--- config.mk ---
export PLATFORM = sky130hd
export DESIGN_NAME = psg_frame_rescale_writer_top
export DESIGN_NICKNAME = d
export VERILOG_FILES = /design/src/sv/pfrw_pkg.sv /design/src/sv/pfrw_front.sv /design/src/sv/pfrw_fifo.sv /design/src/sv/pfrw_div.sv /design/src/sv/pfrw_back.sv /design/src/sv/psg_frame_rescale_writer_top.sv
export SDC_FILE = /design/constraint.sdc
export NUM_CORES = 2
export LEC_CHECK = 0
export ABC_AREA = 0
export BUFFER_PORTS_ARGS = -buffer_cell sky130_fd_sc_hd__buf_2
export CAP_MARGIN = 5
export CORE_ASPECT_RATIO = 1.1
export CORE_MARGIN = 8
export CORE_UTILIZATION = 38
export DETAILED_ROUTE_END_ITERATION = 16
export MAX_ROUTING_LAYER = met4
export SYNTH_ARGS = -nofsm -noshare
export SYNTH_HDL_FRONTEND = slang
export SYNTH_SLANG_ARGS = --single-unit
--- constraint.sdc ---
create_clock -name clk -period 17.1 [get_ports clk]
set_clock_uncertainty 0.1 [all_clocks]
set_input_delay 0.855 -clock clk [delete_from_list [all_inputs] [get_ports clk]]
set_output_delay 0.855 -clock clk [all_outputs]
set_load 0.05 [all_outputs]
--- src/sv/pfrw_pkg.sv ---
// Shared constants, register map and frame command type for the frame rescale writer.
package pfrw_pkg;

	localparam int TARGET_W = 20;
	localparam logic [TARGET_W-1:0] TARGET_CLOCK = 20'd1000000;

	localparam int CLK_W      = 32;
	localparam int TONE_W     = 12;
	localparam int NOISE_W    = 5;
	localparam int ENV_W      = 16;
	localparam int BYTE_W     = 8;
	localparam int ADDR_W     = 4;
	localparam int MUTE_W     = 6;
	localparam int NUM_REGS   = 14;

	localparam int IN_TDATA_W  = 104;
	localparam int OUT_TDATA_W = 16;
	localparam int CFG_ADDR_W  = 2;
	localparam int CFG_DATA_W  = 32;

	localparam int CMD_FIFO_DEPTH = 2;

	localparam logic [BYTE_W-1:0] SHAPE_SKIP = 8'hFF;

	// configuration register indexes
	localparam logic [CFG_ADDR_W-1:0] CFG_SOURCE_CLOCK = 2'd0;
	localparam logic [CFG_ADDR_W-1:0] CFG_MUTE_MASK    = 2'd1;
	localparam logic [CFG_ADDR_W-1:0] CFG_PLAY_ENABLE  = 2'd2;

	// sound chip register map
	localparam logic [ADDR_W-1:0] REG_TONE_A_LO = 4'd0;
	localparam logic [ADDR_W-1:0] REG_TONE_A_HI = 4'd1;
	localparam logic [ADDR_W-1:0] REG_TONE_B_LO = 4'd2;
	localparam logic [ADDR_W-1:0] REG_TONE_B_HI = 4'd3;
	localparam logic [ADDR_W-1:0] REG_TONE_C_LO = 4'd4;
	localparam logic [ADDR_W-1:0] REG_TONE_C_HI = 4'd5;
	localparam logic [ADDR_W-1:0] REG_NOISE     = 4'd6;
	localparam logic [ADDR_W-1:0] REG_MIXER     = 4'd7;
	localparam logic [ADDR_W-1:0] REG_VOL_A     = 4'd8;
	localparam logic [ADDR_W-1:0] REG_VOL_B     = 4'd9;
	localparam logic [ADDR_W-1:0] REG_VOL_C     = 4'd10;
	localparam logic [ADDR_W-1:0] REG_ENV_LO    = 4'd11;
	localparam logic [ADDR_W-1:0] REG_ENV_HI    = 4'd12;
	localparam logic [ADDR_W-1:0] REG_SHAPE     = 4'd13;

	// how a period reaches its register
	typedef enum logic [1:0] {
		MODE_PASS,
		MODE_SAT,
		MODE_DIV
	} period_mode_t;

	typedef struct packed {
		logic [TONE_W-1:0]  tone_a;
		logic [TONE_W-1:0]  tone_b;
		logic [TONE_W-1:0]  tone_c;
		logic [NOISE_W-1:0] noise;
		logic [ENV_W-1:0]   env;
		period_mode_t       mode_a;
		period_mode_t       mode_b;
		period_mode_t       mode_c;
		period_mode_t       mode_n;
		period_mode_t       mode_e;
		logic [BYTE_W-1:0]  mixer;
		logic [BYTE_W-1:0]  vol_a;
		logic [BYTE_W-1:0]  vol_b;
		logic [BYTE_W-1:0]  vol_c;
		logic [BYTE_W-1:0]  shape;
		logic               has_shape;
	} cmd_t;

endpackage

--- src/sv/pfrw_front.sv ---
// Front end: configuration registers, frame intake and per-period classification.
module pfrw_front (
	input  logic                                clk,
	input  logic                                arst_n,
	input  logic                                s_tvalid,
	output logic                                s_tready,
	input  logic [pfrw_pkg::IN_TDATA_W-1:0]     s_tdata,
	input  logic                                cfg_valid,
	input  logic [pfrw_pkg::CFG_ADDR_W-1:0]     cfg_addr,
	input  logic [pfrw_pkg::CFG_DATA_W-1:0]     cfg_data,
	input  logic                                fifo_full,
	output logic                                push,
	output pfrw_pkg::cmd_t                      cmd,
	output logic [pfrw_pkg::CLK_W-1:0]          source_clock
);

	logic [pfrw_pkg::CLK_W-1:0]  source_clock_q;
	logic [pfrw_pkg::MUTE_W-1:0] mute_q;
	logic                        play_q;
	logic                        clk_is_target;
	logic                        clk_is_zero;

	always_ff @(posedge clk or negedge arst_n) begin
		if (!arst_n) begin
			source_clock_q <= pfrw_pkg::CLK_W'(pfrw_pkg::TARGET_CLOCK);
			mute_q         <= '0;
			play_q         <= 1'b1;
		end else if (cfg_valid) begin
			case (cfg_addr)
				pfrw_pkg::CFG_SOURCE_CLOCK: source_clock_q <= cfg_data;
				pfrw_pkg::CFG_MUTE_MASK:    mute_q <= cfg_data[pfrw_pkg::MUTE_W-1:0];
				pfrw_pkg::CFG_PLAY_ENABLE:  play_q <= cfg_data[0];
				default: ;
			endcase
		end
	end

	function automatic pfrw_pkg::period_mode_t classify(input logic is_zero,
			input logic tgt, input logic clk0);
		if (is_zero || tgt)
			return pfrw_pkg::MODE_PASS;
		else if (clk0)
			return pfrw_pkg::MODE_SAT;
		else
			return pfrw_pkg::MODE_DIV;
	endfunction

	assign clk_is_target = (source_clock_q == pfrw_pkg::CLK_W'(pfrw_pkg::TARGET_CLOCK));
	assign clk_is_zero   = (source_clock_q == '0);

	always_comb begin
		cmd.tone_a = s_tdata[11:0];
		cmd.tone_b = s_tdata[23:12];
		cmd.tone_c = s_tdata[35:24];
		cmd.noise  = s_tdata[40:36];
		cmd.env    = s_tdata[88:73];
		cmd.mode_a = classify(cmd.tone_a == '0, clk_is_target, clk_is_zero);
		cmd.mode_b = classify(cmd.tone_b == '0, clk_is_target, clk_is_zero);
		cmd.mode_c = classify(cmd.tone_c == '0, clk_is_target, clk_is_zero);
		cmd.mode_n = classify(cmd.noise == '0, clk_is_target, clk_is_zero);
		cmd.mode_e = classify(cmd.env == '0, clk_is_target, clk_is_zero);
		// mute bits 3..5 land on the mixer noise disables
		cmd.mixer  = s_tdata[48:41] | {2'b00, mute_q[5:3], 3'b000};
		cmd.vol_a  = mute_q[0] ? '0 : s_tdata[56:49];
		cmd.vol_b  = mute_q[1] ? '0 : s_tdata[64:57];
		cmd.vol_c  = mute_q[2] ? '0 : s_tdata[72:65];
		cmd.shape  = s_tdata[96:89];
		cmd.has_shape = (s_tdata[96:89] != pfrw_pkg::SHAPE_SKIP);
	end

	// drop the frame when playback is off
	assign s_tready     = !fifo_full;
	assign push         = s_tvalid && !fifo_full && play_q;
	assign source_clock = source_clock_q;

endmodule

--- src/sv/pfrw_fifo.sv ---
// Short command queue between the front end and the back end.
module pfrw_fifo #(
	parameter int DEPTH = pfrw_pkg::CMD_FIFO_DEPTH
) (
	input  logic           clk,
	input  logic           arst_n,
	input  logic           push,
	input  pfrw_pkg::cmd_t wr_cmd,
	input  logic           pop,
	output pfrw_pkg::cmd_t head,
	output logic           full,
	output logic           empty
);

	localparam int PTR_W = (DEPTH > 1) ? $clog2(DEPTH) : 1;
	localparam int CNT_W = $clog2(DEPTH + 1);

	pfrw_pkg::cmd_t   mem_q [DEPTH];
	logic [PTR_W-1:0] wr_ptr_q;
	logic [PTR_W-1:0] rd_ptr_q;
	logic [CNT_W-1:0] count_q;
	logic             do_push;
	logic             do_pop;

	assign full    = (count_q == CNT_W'(DEPTH));
	assign empty   = (count_q == '0);
	assign do_push = push && !full;
	assign do_pop  = pop && !empty;
	assign head    = mem_q[rd_ptr_q];

	always_ff @(posedge clk) begin
		if (do_push)
			mem_q[wr_ptr_q] <= wr_cmd;
	end

	always_ff @(posedge clk or negedge arst_n) begin
		if (!arst_n) begin
			wr_ptr_q <= '0;
			rd_ptr_q <= '0;
			count_q  <= '0;
		end else begin
			if (do_push)
				wr_ptr_q <= (wr_ptr_q == PTR_W'(DEPTH - 1)) ? '0 : wr_ptr_q + 1'b1;
			if (do_pop)
				rd_ptr_q <= (rd_ptr_q == PTR_W'(DEPTH - 1)) ? '0 : rd_ptr_q + 1'b1;
			if (do_push && !do_pop)
				count_q <= count_q + 1'b1;
			else if (do_pop && !do_push)
				count_q <= count_q - 1'b1;
		end
	end

endmodule

--- src/sv/pfrw_div.sv ---
// Restoring divider: floor(period * 1000000 / divisor) wrapped to PW bits, one quotient bit per cycle.
module pfrw_div #(
	parameter int PW = pfrw_pkg::TONE_W
) (
	input  logic                       clk,
	input  logic                       arst_n,
	input  logic                       start,
	input  logic [PW-1:0]              period,
	input  logic [pfrw_pkg::CLK_W-1:0] divisor,
	output logic                       busy,
	output logic [PW-1:0]              quotient
);

	localparam int NW    = PW + pfrw_pkg::TARGET_W;
	localparam int CNT_W = $clog2(NW);

	logic [NW-1:0]              num_q;
	logic [pfrw_pkg::CLK_W-1:0] rem_q;
	logic [PW-1:0]              quo_q;
	logic [CNT_W-1:0]           cnt_q;
	logic                       busy_q;
	logic [pfrw_pkg::CLK_W:0]   trial;
	logic [pfrw_pkg::CLK_W+1:0] diff;
	logic                       fits;

	assign trial = {rem_q, num_q[NW-1]};
	assign diff  = {1'b0, trial} - {2'b00, divisor};
	assign fits  = !diff[pfrw_pkg::CLK_W+1];

	always_ff @(posedge clk) begin
		if (start) begin
			num_q <= NW'(period) * NW'(pfrw_pkg::TARGET_CLOCK);
			rem_q <= '0;
		end else if (busy_q) begin
			num_q <= num_q << 1;
			rem_q <= fits ? diff[pfrw_pkg::CLK_W-1:0] : trial[pfrw_pkg::CLK_W-1:0];
			quo_q <= {quo_q[PW-2:0], fits};
		end
	end

	always_ff @(posedge clk or negedge arst_n) begin
		if (!arst_n) begin
			busy_q <= 1'b0;
			cnt_q  <= '0;
		end else if (start) begin
			busy_q <= 1'b1;
			cnt_q  <= CNT_W'(NW - 1);
		end else if (busy_q) begin
			cnt_q <= cnt_q - 1'b1;
			if (cnt_q == '0)
				busy_q <= 1'b0;
		end
	end

	assign busy     = busy_q;
	assign quotient = quo_q;

endmodule

--- src/sv/pfrw_back.sv ---
// Back end: period rescaling, pending register bytes and the register write stream.
module pfrw_back (
	input  logic                                 clk,
	input  logic                                 arst_n,
	input  logic                                 fifo_empty,
	input  pfrw_pkg::cmd_t                       head,
	output logic                                 pop,
	input  logic [pfrw_pkg::CLK_W-1:0]           source_clock,
	output logic                                 m_tvalid,
	input  logic                                 m_tready,
	output logic [pfrw_pkg::OUT_TDATA_W-1:0]     m_tdata,
	output logic                                 m_tlast
);

	typedef enum logic {
		DIV_IDLE,
		DIV_RUN
	} div_state_t;

	div_state_t                  state_q;
	pfrw_pkg::cmd_t              cmd_q;
	logic [pfrw_pkg::BYTE_W-1:0] pending_q [pfrw_pkg::NUM_REGS];
	logic [pfrw_pkg::ADDR_W-1:0] idx_q;
	logic [pfrw_pkg::ADDR_W-1:0] last_idx_q;
	logic                        emit_active_q;
	logic                        m_tvalid_q;
	logic [pfrw_pkg::ADDR_W-1:0] m_addr_q;
	logic [pfrw_pkg::BYTE_W-1:0] m_data_q;
	logic                        m_tlast_q;

	logic                        start_a, start_b, start_c, start_n, start_e;
	logic                        busy_a, busy_b, busy_c, busy_n, busy_e;
	logic [pfrw_pkg::TONE_W-1:0] quo_a, quo_b, quo_c;
	logic [pfrw_pkg::NOISE_W-1:0] quo_n;
	logic [pfrw_pkg::ENV_W-1:0]  quo_e;
	logic                        any_busy;
	logic                        load;
	logic                        advance;
	logic [pfrw_pkg::ENV_W-1:0]  ta, tb, tc, np, ep;

	assign pop     = (state_q == DIV_IDLE) && !fifo_empty;
	assign start_a = pop && (head.mode_a == pfrw_pkg::MODE_DIV);
	assign start_b = pop && (head.mode_b == pfrw_pkg::MODE_DIV);
	assign start_c = pop && (head.mode_c == pfrw_pkg::MODE_DIV);
	assign start_n = pop && (head.mode_n == pfrw_pkg::MODE_DIV);
	assign start_e = pop && (head.mode_e == pfrw_pkg::MODE_DIV);

	pfrw_div #(.PW(pfrw_pkg::TONE_W)) u_div_a (
		.clk, .arst_n, .start(start_a), .period(head.tone_a), .divisor(source_clock),
		.busy(busy_a), .quotient(quo_a));
	pfrw_div #(.PW(pfrw_pkg::TONE_W)) u_div_b (
		.clk, .arst_n, .start(start_b), .period(head.tone_b), .divisor(source_clock),
		.busy(busy_b), .quotient(quo_b));
	pfrw_div #(.PW(pfrw_pkg::TONE_W)) u_div_c (
		.clk, .arst_n, .start(start_c), .period(head.tone_c), .divisor(source_clock),
		.busy(busy_c), .quotient(quo_c));
	pfrw_div #(.PW(pfrw_pkg::NOISE_W)) u_div_n (
		.clk, .arst_n, .start(start_n), .period(head.noise), .divisor(source_clock),
		.busy(busy_n), .quotient(quo_n));
	pfrw_div #(.PW(pfrw_pkg::ENV_W)) u_div_e (
		.clk, .arst_n, .start(start_e), .period(head.env), .divisor(source_clock),
		.busy(busy_e), .quotient(quo_e));

	assign any_busy = busy_a || busy_b || busy_c || busy_n || busy_e;
	assign load     = (state_q == DIV_RUN) && !any_busy && !emit_active_q;
	assign advance  = emit_active_q && (!m_tvalid_q || m_tready);

	// pass the period, saturate to all ones, or take the quotient
	function automatic logic [pfrw_pkg::ENV_W-1:0] pick(input pfrw_pkg::period_mode_t mode,
			input logic [pfrw_pkg::ENV_W-1:0] period, input logic [pfrw_pkg::ENV_W-1:0] quo,
			input logic [pfrw_pkg::ENV_W-1:0] ones);
		case (mode)
			pfrw_pkg::MODE_PASS: return period;
			pfrw_pkg::MODE_SAT:  return ones;
			pfrw_pkg::MODE_DIV:  return quo;
			default:             return period;
		endcase
	endfunction

	always_comb begin
		ta = pick(cmd_q.mode_a, pfrw_pkg::ENV_W'(cmd_q.tone_a), pfrw_pkg::ENV_W'(quo_a),
			pfrw_pkg::ENV_W'({pfrw_pkg::TONE_W{1'b1}}));
		tb = pick(cmd_q.mode_b, pfrw_pkg::ENV_W'(cmd_q.tone_b), pfrw_pkg::ENV_W'(quo_b),
			pfrw_pkg::ENV_W'({pfrw_pkg::TONE_W{1'b1}}));
		tc = pick(cmd_q.mode_c, pfrw_pkg::ENV_W'(cmd_q.tone_c), pfrw_pkg::ENV_W'(quo_c),
			pfrw_pkg::ENV_W'({pfrw_pkg::TONE_W{1'b1}}));
		np = pick(cmd_q.mode_n, pfrw_pkg::ENV_W'(cmd_q.noise), pfrw_pkg::ENV_W'(quo_n),
			pfrw_pkg::ENV_W'({pfrw_pkg::NOISE_W{1'b1}}));
		ep = pick(cmd_q.mode_e, cmd_q.env, quo_e, {pfrw_pkg::ENV_W{1'b1}});
	end

	always_ff @(posedge clk) begin
		if (pop)
			cmd_q <= head;
		if (load) begin
			pending_q[pfrw_pkg::REG_TONE_A_LO] <= ta[7:0];
			pending_q[pfrw_pkg::REG_TONE_A_HI] <= {4'h0, ta[11:8]};
			pending_q[pfrw_pkg::REG_TONE_B_LO] <= tb[7:0];
			pending_q[pfrw_pkg::REG_TONE_B_HI] <= {4'h0, tb[11:8]};
			pending_q[pfrw_pkg::REG_TONE_C_LO] <= tc[7:0];
			pending_q[pfrw_pkg::REG_TONE_C_HI] <= {4'h0, tc[11:8]};
			pending_q[pfrw_pkg::REG_NOISE]     <= {3'b000, np[4:0]};
			pending_q[pfrw_pkg::REG_MIXER]     <= cmd_q.mixer;
			pending_q[pfrw_pkg::REG_VOL_A]     <= cmd_q.vol_a;
			pending_q[pfrw_pkg::REG_VOL_B]     <= cmd_q.vol_b;
			pending_q[pfrw_pkg::REG_VOL_C]     <= cmd_q.vol_c;
			pending_q[pfrw_pkg::REG_ENV_LO]    <= ep[7:0];
			pending_q[pfrw_pkg::REG_ENV_HI]    <= ep[15:8];
			pending_q[pfrw_pkg::REG_SHAPE]     <= cmd_q.shape;
		end
		if (advance) begin
			m_addr_q  <= idx_q;
			m_data_q  <= pending_q[idx_q];
			m_tlast_q <= (idx_q == last_idx_q);
		end
	end

	always_ff @(posedge clk or negedge arst_n) begin
		if (!arst_n) begin
			state_q       <= DIV_IDLE;
			emit_active_q <= 1'b0;
			idx_q         <= '0;
			last_idx_q    <= '0;
			m_tvalid_q    <= 1'b0;
		end else begin
			case (state_q)
				DIV_IDLE: if (pop) state_q <= DIV_RUN;
				DIV_RUN:  if (load) state_q <= DIV_IDLE;
				default:  state_q <= DIV_IDLE;
			endcase
			if (load) begin
				emit_active_q <= 1'b1;
				idx_q         <= pfrw_pkg::REG_TONE_A_LO;
				last_idx_q    <= cmd_q.has_shape ? pfrw_pkg::REG_SHAPE : pfrw_pkg::REG_ENV_HI;
			end else if (advance) begin
				idx_q <= idx_q + 1'b1;
				if (idx_q == last_idx_q)
					emit_active_q <= 1'b0;
			end
			if (advance)
				m_tvalid_q <= 1'b1;
			else if (m_tready)
				m_tvalid_q <= 1'b0;
		end
	end

	assign m_tvalid = m_tvalid_q;
	assign m_tdata  = {4'h0, m_data_q, m_addr_q};
	assign m_tlast  = m_tlast_q;

`ifndef SYNTHESIS
	a_last_on_final_reg: assert property (@(posedge clk) disable iff (!arst_n)
		m_tvalid_q && m_tlast_q |-> (m_addr_q == pfrw_pkg::REG_ENV_HI ||
			m_addr_q == pfrw_pkg::REG_SHAPE))
		else $error("last write flagged on a register other than 12 or 13");

	a_addr_in_order: assert property (@(posedge clk) disable iff (!arst_n)
		m_tvalid_q && m_tready && !m_tlast_q |=> m_tvalid_q &&
			(m_addr_q == $past(m_addr_q) + 1'b1))
		else $error("register writes of a frame not consecutive");

	a_div_only_running: assert property (@(posedge clk) disable iff (!arst_n)
		any_busy |-> (state_q == DIV_RUN))
		else $error("divider busy outside the rescale phase");

	a_no_load_while_emitting: assert property (@(posedge clk) disable iff (!arst_n)
		emit_active_q && !advance |=> $stable(idx_q))
		else $error("write index moved while the output was stalled");
`endif

endmodule

--- src/sv/psg_frame_rescale_writer_top.sv ---
// Top level of the frame rescale writer: sound-chip frames in, register writes out.
// Flow: a taken frame waits in the command queue, is popped into the command register, has
//   its periods rescaled by the bit-serial dividers where needed, loads the pending bytes,
//   and each byte leaves through the output register: 13 writes, or 14 with a shape write.
//   The next frame is popped and rescaled while these writes go out, and loads after them.
// Reset: arst_n clears all control at once; source clock 1 MHz, no mute, playback on.
module psg_frame_rescale_writer_top #(
	parameter int CMD_DEPTH = pfrw_pkg::CMD_FIFO_DEPTH
) (
	input  logic                                clk,
	input  logic                                arst_n,
	// frame words: tone_a[11:0] tone_b[23:12] tone_c[35:24] noise_period[40:36]
	// mixer_bits[48:41] volume_a[56:49] volume_b[64:57] volume_c[72:65]
	// envelope_period[88:73] envelope_shape[96:89], zero fill above
	input  logic                                s_tvalid,
	output logic                                s_tready,
	input  logic [pfrw_pkg::IN_TDATA_W-1:0]     s_tdata,
	// register write words: reg_addr[3:0] reg_data[11:4], zero fill above
	output logic                                m_tvalid,
	input  logic                                m_tready,
	output logic [pfrw_pkg::OUT_TDATA_W-1:0]    m_tdata,
	output logic                                m_tlast,
	// configuration: 0 source clock, 1 mute mask, 2 play enable
	input  logic                                cfg_valid,
	output logic                                cfg_ready,
	input  logic [pfrw_pkg::CFG_ADDR_W-1:0]     cfg_addr,
	input  logic [pfrw_pkg::CFG_DATA_W-1:0]     cfg_data
);

	pfrw_pkg::cmd_t             wr_cmd;
	pfrw_pkg::cmd_t             head;
	logic                       push;
	logic                       pop;
	logic                       fifo_full;
	logic                       fifo_empty;
	logic [pfrw_pkg::CLK_W-1:0] source_clock;

	// configuration writes are always taken
	assign cfg_ready = 1'b1;

	// front: hold the config, classify each period, drop frames while playback is off
	pfrw_front u_front (
		.clk, .arst_n,
		.s_tvalid, .s_tready, .s_tdata,
		.cfg_valid, .cfg_addr, .cfg_data,
		.fifo_full,
		.push,
		.cmd(wr_cmd),
		.source_clock
	);

	// queue: let the front take the next frame while the back is still writing
	pfrw_fifo #(.DEPTH(CMD_DEPTH)) u_fifo (
		.clk, .arst_n,
		.push,
		.wr_cmd,
		.pop,
		.head,
		.full(fifo_full),
		.empty(fifo_empty)
	);

	// back: rescale the periods, then advance through the pending register bytes
	pfrw_back u_back (
		.clk, .arst_n,
		.fifo_empty,
		.head,
		.pop,
		.source_clock,
		.m_tvalid, .m_tready, .m_tdata, .m_tlast
	);

endmodule

# Word-level counts from Yosys, hierarchy flattened
# Memory sizes are Yosys's and may differ from the RTL's. A register that Yosys moved wholly into a read port is not among the register bits.
# Index checks and enable logic that the tools add are counted.
# word_totals
regBits,542
latch_bits,0
ramBits,328
mem_bits_ro,0
in_bits,143
out_inout_bits,20
word_cells,245
memories,2
# mem_list
name,depth,word_bits,rd,rd_ports_with_merged_regs,write_ports,line,text
u_fifo.mem_q,2,108,1,0,1,pfrw_fifo.sv:18,pfrw_pkg::cmd_t mem_q [DEPTH];
u_back.pending_q,14,8,1,1,14,pfrw_back.sv:22,logic [pfrw_pkg::BYTE_W-1:0] pending_q [pfrw_pkg::NUM_REGS];
# classes
addsub,15
multipliers,5
div,0
n_lt_le_gt_ge,0
eq_ne,21
shifts,0
mux,73
n_bitwise,7
reduce_logical,68
# ops
operator,n
32-bit two-way mux,11
33-bit by 32-bit subtractor with 34-bit output,5
12-bit by 14-bit multiplier with 26-bit output (second input constant),3
36-bit two-way mux,2
12-bit one-hot mux with 2 select lines,3
25-bit two-way mux,2
5-bit two-way mux,8
12-bit logical NOT,3
32-bit by 20-bit == test with 1-bit output (second input constant),1
32-bit logical NOT,1
16-bit one-hot mux with 2 select lines,1
16-bit by 14-bit multiplier with 30-bit output (second input constant),1
1-bit two-way mux,29
5-bit logical NOT,5
2-bit == test (second input constant),12
8-bit two-way mux,3
5-bit by 1-bit subtractor with 5-bit output (second input constant),4
5-bit by 14-bit multiplier with 19-bit output (second input constant),1
2-bit AND reduction,9
2-bit nonzero test,9
16-bit logical NOT,1
2-bit two-way mux,8
1-bit logical AND,15
2-bit by 1-bit == test with 1-bit output (second input constant),6
other kinds (17),46

# Longest topological paths before layout
# logic_depth
ltp_word,9
depth_mapped,27
ltp_nobuf,23

# Modules after synthesis
# From an unflattened synthesis, not the netlist that was laid out.
# unflattened
cells_unflattened,5238
hier_area_um2,56924.6
# by_module_without_submodules
module,instances,cells_each,area_each_um2,seq_area_each_um2
pfrw_back,1,567,8902.3,6771.5
pfrw_div (u_back.u_div_e),1,925,8808.4,2197.1
pfrw_div (u_back.u_div_b),1,896,8026.4,1931.9
pfrw_fifo,1,355,8015.2,6586.3
pfrw_div (u_back.u_div_a),1,831,7674.9,1931.9
pfrw_div (u_back.u_div_c),1,817,7648.6,1931.9
pfrw_div (u_back.u_div_n),1,614,5353.9,1511.4
pfrw_front,1,231,2483.6,985.9
psg_frame_rescale_writer_top,1,2,11.3,0.0

# Least setup slack after synthesis
# No wires, ideal clock.
# synth_path
path_type,register -> register
startpoint,register u_back.u_div_e.busy_q (netlist: u_back.u_div_e.busy)
endpoint,register u_back.last_idx_q[0] (netlist bit)
setup_ns,0.114
arrival_ns,11.980
t_required_ns,16.886
path_slack_ns,4.906
stages_incl_launch_ff,5
path_buffers,1
period_less_slack_ns,12.194
path_cell_list,dfrtp_1 > clkbuf_1 > or4_1 > nor4_1 > mux2_2
# synth_between
elab_chain_cells,4
# synth_rtl
item,line,text
"start, declared",pfrw_div.sv:21,logic busy_q;
"start signal, assigned",pfrw_div.sv:43,busy_q <= 1'b0;
"start signal, assigned",pfrw_div.sv:46,busy_q <= 1'b1;
"start signal, assigned",pfrw_div.sv:51,busy_q <= 1'b0;
1-bit logical OR,pfrw_back.sv:64,assign any_busy = busy_a || busy_b || busy_c || busy_n || busy_e;
1-bit logical NOT,pfrw_back.sv:65,assign load = (state_q == DIV_RUN) && !any_busy && !emit_active_q;
1-bit logical AND (2 in series),pfrw_back.sv:65,
via u_back.load,pfrw_back.sv:37,logic load;
"end signal, assigned",pfrw_back.sv:134,last_idx_q <= cmd_q.has_shape ? pfrw_pkg::REG_SHAPE : pfrw_pkg::REG_ENV_HI;
"end, declared",pfrw_back.sv:24,logic [pfrw_pkg::ADDR_W-1:0] last_idx_q;
# The timed path passes the listed nets, and every way through them passes these cells.
# A chain may end at the register's enable or synchronous reset.

==> metrics.txt <==
share of cells above drive strength 1=slightly below 10%; Crit path largest cell delay=~700 ps; Top Family by Delay on Critical Path=adder cells; DRT antenna net count=0; CP arrival=between 8000 and 9000 ps; part of the Yosys area used for sequential elements=between 40% and 50%; vias in the first global route=between 30000 and 40000; Tot GR Track Use=about 18%; commonest register cell after synthesis=edfxtp_1; Crit. path cell count=22; synth warn=0; syn_area_per_cell=10.8 sq um; die width=between 300 and 400 microns; RSZ-0062 raised after global routing=no; clock buffer count from CTS=95; Clock Latency Late Sink=about 730 ps; CP endpoint kind=register; number of synthesized flops with an enable pin=between 600 and 700; crit path kind=register to register; R2R depth=22; RR Startpoint=u_fifo.rd_ptr_q; CTS Hold Bufs=0; Worst Path Required=between 15000 and 20000 ps; final worst path period share=approximately 46%; met2 Track Usage GR=roughly 28%; total grt overflow=0; routed vias=roughly 37000; htree depth=3; DP Wirelength=~96000 microns; die height=about 400 microns; met3 usage=about 2.2%; initial antenna violation count=3; Nets=about 6000; max cap viols=0; CP Launch Type=register; area share of and/or/nand/nor cells after synthesis=under 10%; Synth Area in XOR/XNOR=3.91%; Layout area overhead=11.1%; Fin. Hold Viols=0; cell row count=roughly 150; clk sink count=between 800 and 900; Buf+Inv Stages, Crit Path=5; hold crit path type=input pin to asynchronous set/reset pin; Async SR Flop Fraction=approximately a tenth; Crit Path Max Fanout=46; Mapped Area=53900 sq um; met1 Use GR=around 24%; TNS Setup=0 ps; Slew headroom=19.6%; Final min period=7790 ps; most frequent cells in the layout=edfxtp_1 (618), ha_1 (562), nand2_1 (453); wire length of the first global-routing pass=about 210000 microns; TritonCTS clock tree=done; Initial Util=between 30% and 40%; fill count=about 13000; WL/cell=approximately 19 microns; I/O pin total=~160; most common cell after layout, fill and taps aside=edfxtp_1; Final GP Congestion=about 0.9; largest net degree at the start of global routing=between 70 and 80; Compound-Gate Fraction of Synth Area=13.3%; mux contribution to synthesized area=under 10%; Clock Path Buffers=3; status=completed; initial DRC count=around 2300; Adder-Cell Fraction of Synth Area=between 10% and 20%; Max Freq=128 MHz; FF-to-FF setup slack=roughly 9300 ps; Core Footprint=around 140000 sq um; register area=between 20000 and 25000 sq um; Total Wirelength=134000 microns; area of the multi-input gates=about 28000 sq um; Remaining DRCs=0; unique cell type count in the Yosys netlist=a little over 90; reg-to-reg critical path endpoint=u_back.u_div_e.num_q[34]; detailed-router iteration count before antenna repair=5; Yosys reg bits=about 860; Most Used Layer, Global Route=met2; max-slew violation count=0; Util after Layout=between 40 and 50%; Slowest cell on crit path=buf_4; Port Buffer Count=150; crit-path cells=buf_4 -> mux2i_1 -> inv_1 -> fa_1 -> fa_1 -> fa_1 -> fa_1 -> ha_1 -> inv_1 -> fa_1 -> inv_1 -> ha_1 -> inv_1 -> nor2_1 -> o221ai_1 -> a22oi_1 -> a221oi_1 -> o221a_2 -> o21ai_0 -> a31oi_1 -> xor2_1 -> o21ai_0; pin slew with the least headroom to its limit=approximately 1200 ps; Post-CTS Setup Inserts=0; CP most frequent cell=fa_1; DIE AREA=154000 sq um; Mapped Cells=approximately 5000; Setup-failing EPs final=0; Root Buffer Master=clkbuf_16; Via density=~5.3; largest family of logic cells by synthesized area=adder cells; clock transition at the registers of the reported paths=~60 ps; # resized after CTS=0
flip-flops by register name, indices dropped and copies added, names as in the netlist, 6 cells and up:
| signal | cells |
|---|---|
| u_front.source_clock | 32 |
| u_back.u_div_b.num_q | 26 |
| u_back.u_div_a.num_q | 26 |
| u_back.u_div_b.quotient | 12 |
| u_back.u_div_n.rem_q | 32 |
| u_back.u_div_e.num_q | 30 |
| u_back.u_div_e.quotient | 16 |
| u_back.u_div_e.rem_q | 32 |
| u_back.u_div_c.rem_q | 32 |
| u_back.u_div_b.rem_q | 32 |
| u_front.mute_q | 6 |
| u_back.m_data_q | 8 |
| u_back.u_div_c.quotient | 12 |
| u_back.u_div_a.rem_q | 32 |
| u_back.u_div_c.num_q | 26 |
| u_back.u_div_a.quotient | 12 |
| u_back.pending_q | 97 |
| u_back.u_div_n.num_q | 19 |
| u_fifo.mem_q | 216 |
| u_back.cmd_q | 108 |
| u_back.u_div_e.cnt_q | 6 |
layout make-up:
class	instances	area share [%]
clock buffer	117	4.15
timing repair buffer	202	1.91
multi-input combinational	3524	46.3
inverter	458	2.88
antenna	1	0.00417
tap	1837	3.83
sequential	861	39.8
clock inverter	58	1.15
layer usage:
layer  vias up  routed length [microns]
met5         -                        0
met3       143                     6280
li1      18200                        -
met1     18200                    63500
met2       752                    61800
met4         0                     2410
metrics by stage:
stage          cells  instance area (sq um)  hold WS [ps]  setup WS [ps]
6_report        7058                  59900          61.4           9310
5_1_grt         7057                  59900          55.7           8690
4_1_cts         7057                  59900          18.7           9200
3_5_place_dp    6882                  56800           305           9330
3_3_place_gp    6882                  56800           301           9360
2_1_floorplan   5012                  54000           300           4910
worst reg2reg max path, delay by kind of cell, from the launching register on:
kind	cells	cell delay [ps]
multiplexers	1	610
adder cells (fa/ha/maj)	7	3130
buffers and inverters	5	1150
flip-flops	1	660
AO/OA/AOI/OAI	7	1560
XOR/XNOR	1	160
AND/OR/NAND/NOR	1	80
how the worst max path moves through the flow:
stage	endpoint	slack, ps	from
global placement	u_back.u_div_e.num_q[30]	9360	u_fifo.rd_ptr_q
floorplan	u_back.last_idx_q[0]	4910	u_back.u_div_e.busy
global route	u_back.u_div_e.num_q[30]	8690	u_fifo.rd_ptr_q
finish	u_back.u_div_e.num_q[34]	9310	u_fifo.rd_ptr_q
CTS	u_back.u_div_e.num_q[30]	9200	u_fifo.rd_ptr_q
detailed placement	u_back.u_div_e.num_q[30]	9330	u_fifo.rd_ptr_q
logic make-up (layout without fill, tap and decap cells):
kind of cell | Yosys count | after routing
adders and majority gates | 733 | 733
DFF | 861 | 861
other | 2 | 6
AOI/OAI and AO/OA | 1175 | 1175
and+or+nand+nor | 1131 | 1131
muxes | 239 | 239
buffers and inverters | 627 | 835
xor gates and xnor gates | 241 | 241
synth_stat cells (13+ instances only):
master,instances,area [sq um]
edfxtp_1,618,18600
ha_1,562,7030
nand2_1,457,1720
inv_1,451,1690
o21ai_0,403,2020
a21oi_1,336,1680
nor2_1,250,938
fa_1,171,3420
dfxtp_1,160,3200
mux2i_1,145,1450
xnor2_1,134,1170
clkbuf_1,132,495
xor2_1,107,937
a21o_1,95,713
nand3_1,82,410
dfrtp_1,75,1880
mux2_2,74,833
nor2b_1,58,363
nor3_1,55,275
a211oi_1,49,368
nand2b_1,49,307
o21a_1,42,315
o211ai_1,36,270
a31oi_1,32,200
nand4_1,29,181
nor4_1,28,175
and2_1,25,156
and3_1,23,144
o21bai_1,22,165
mux4_2,20,450
o31ai_1,19,143
or3_1,17,106
a31o_2,15,131
buf_1,15,56.3
buf_2,13,65.1
o311ai_0,13,114
or2_2,13,81.3
Power is not shown: default switching activity piles up to over one toggle a cycle in this logic, so the estimate is an artifact.
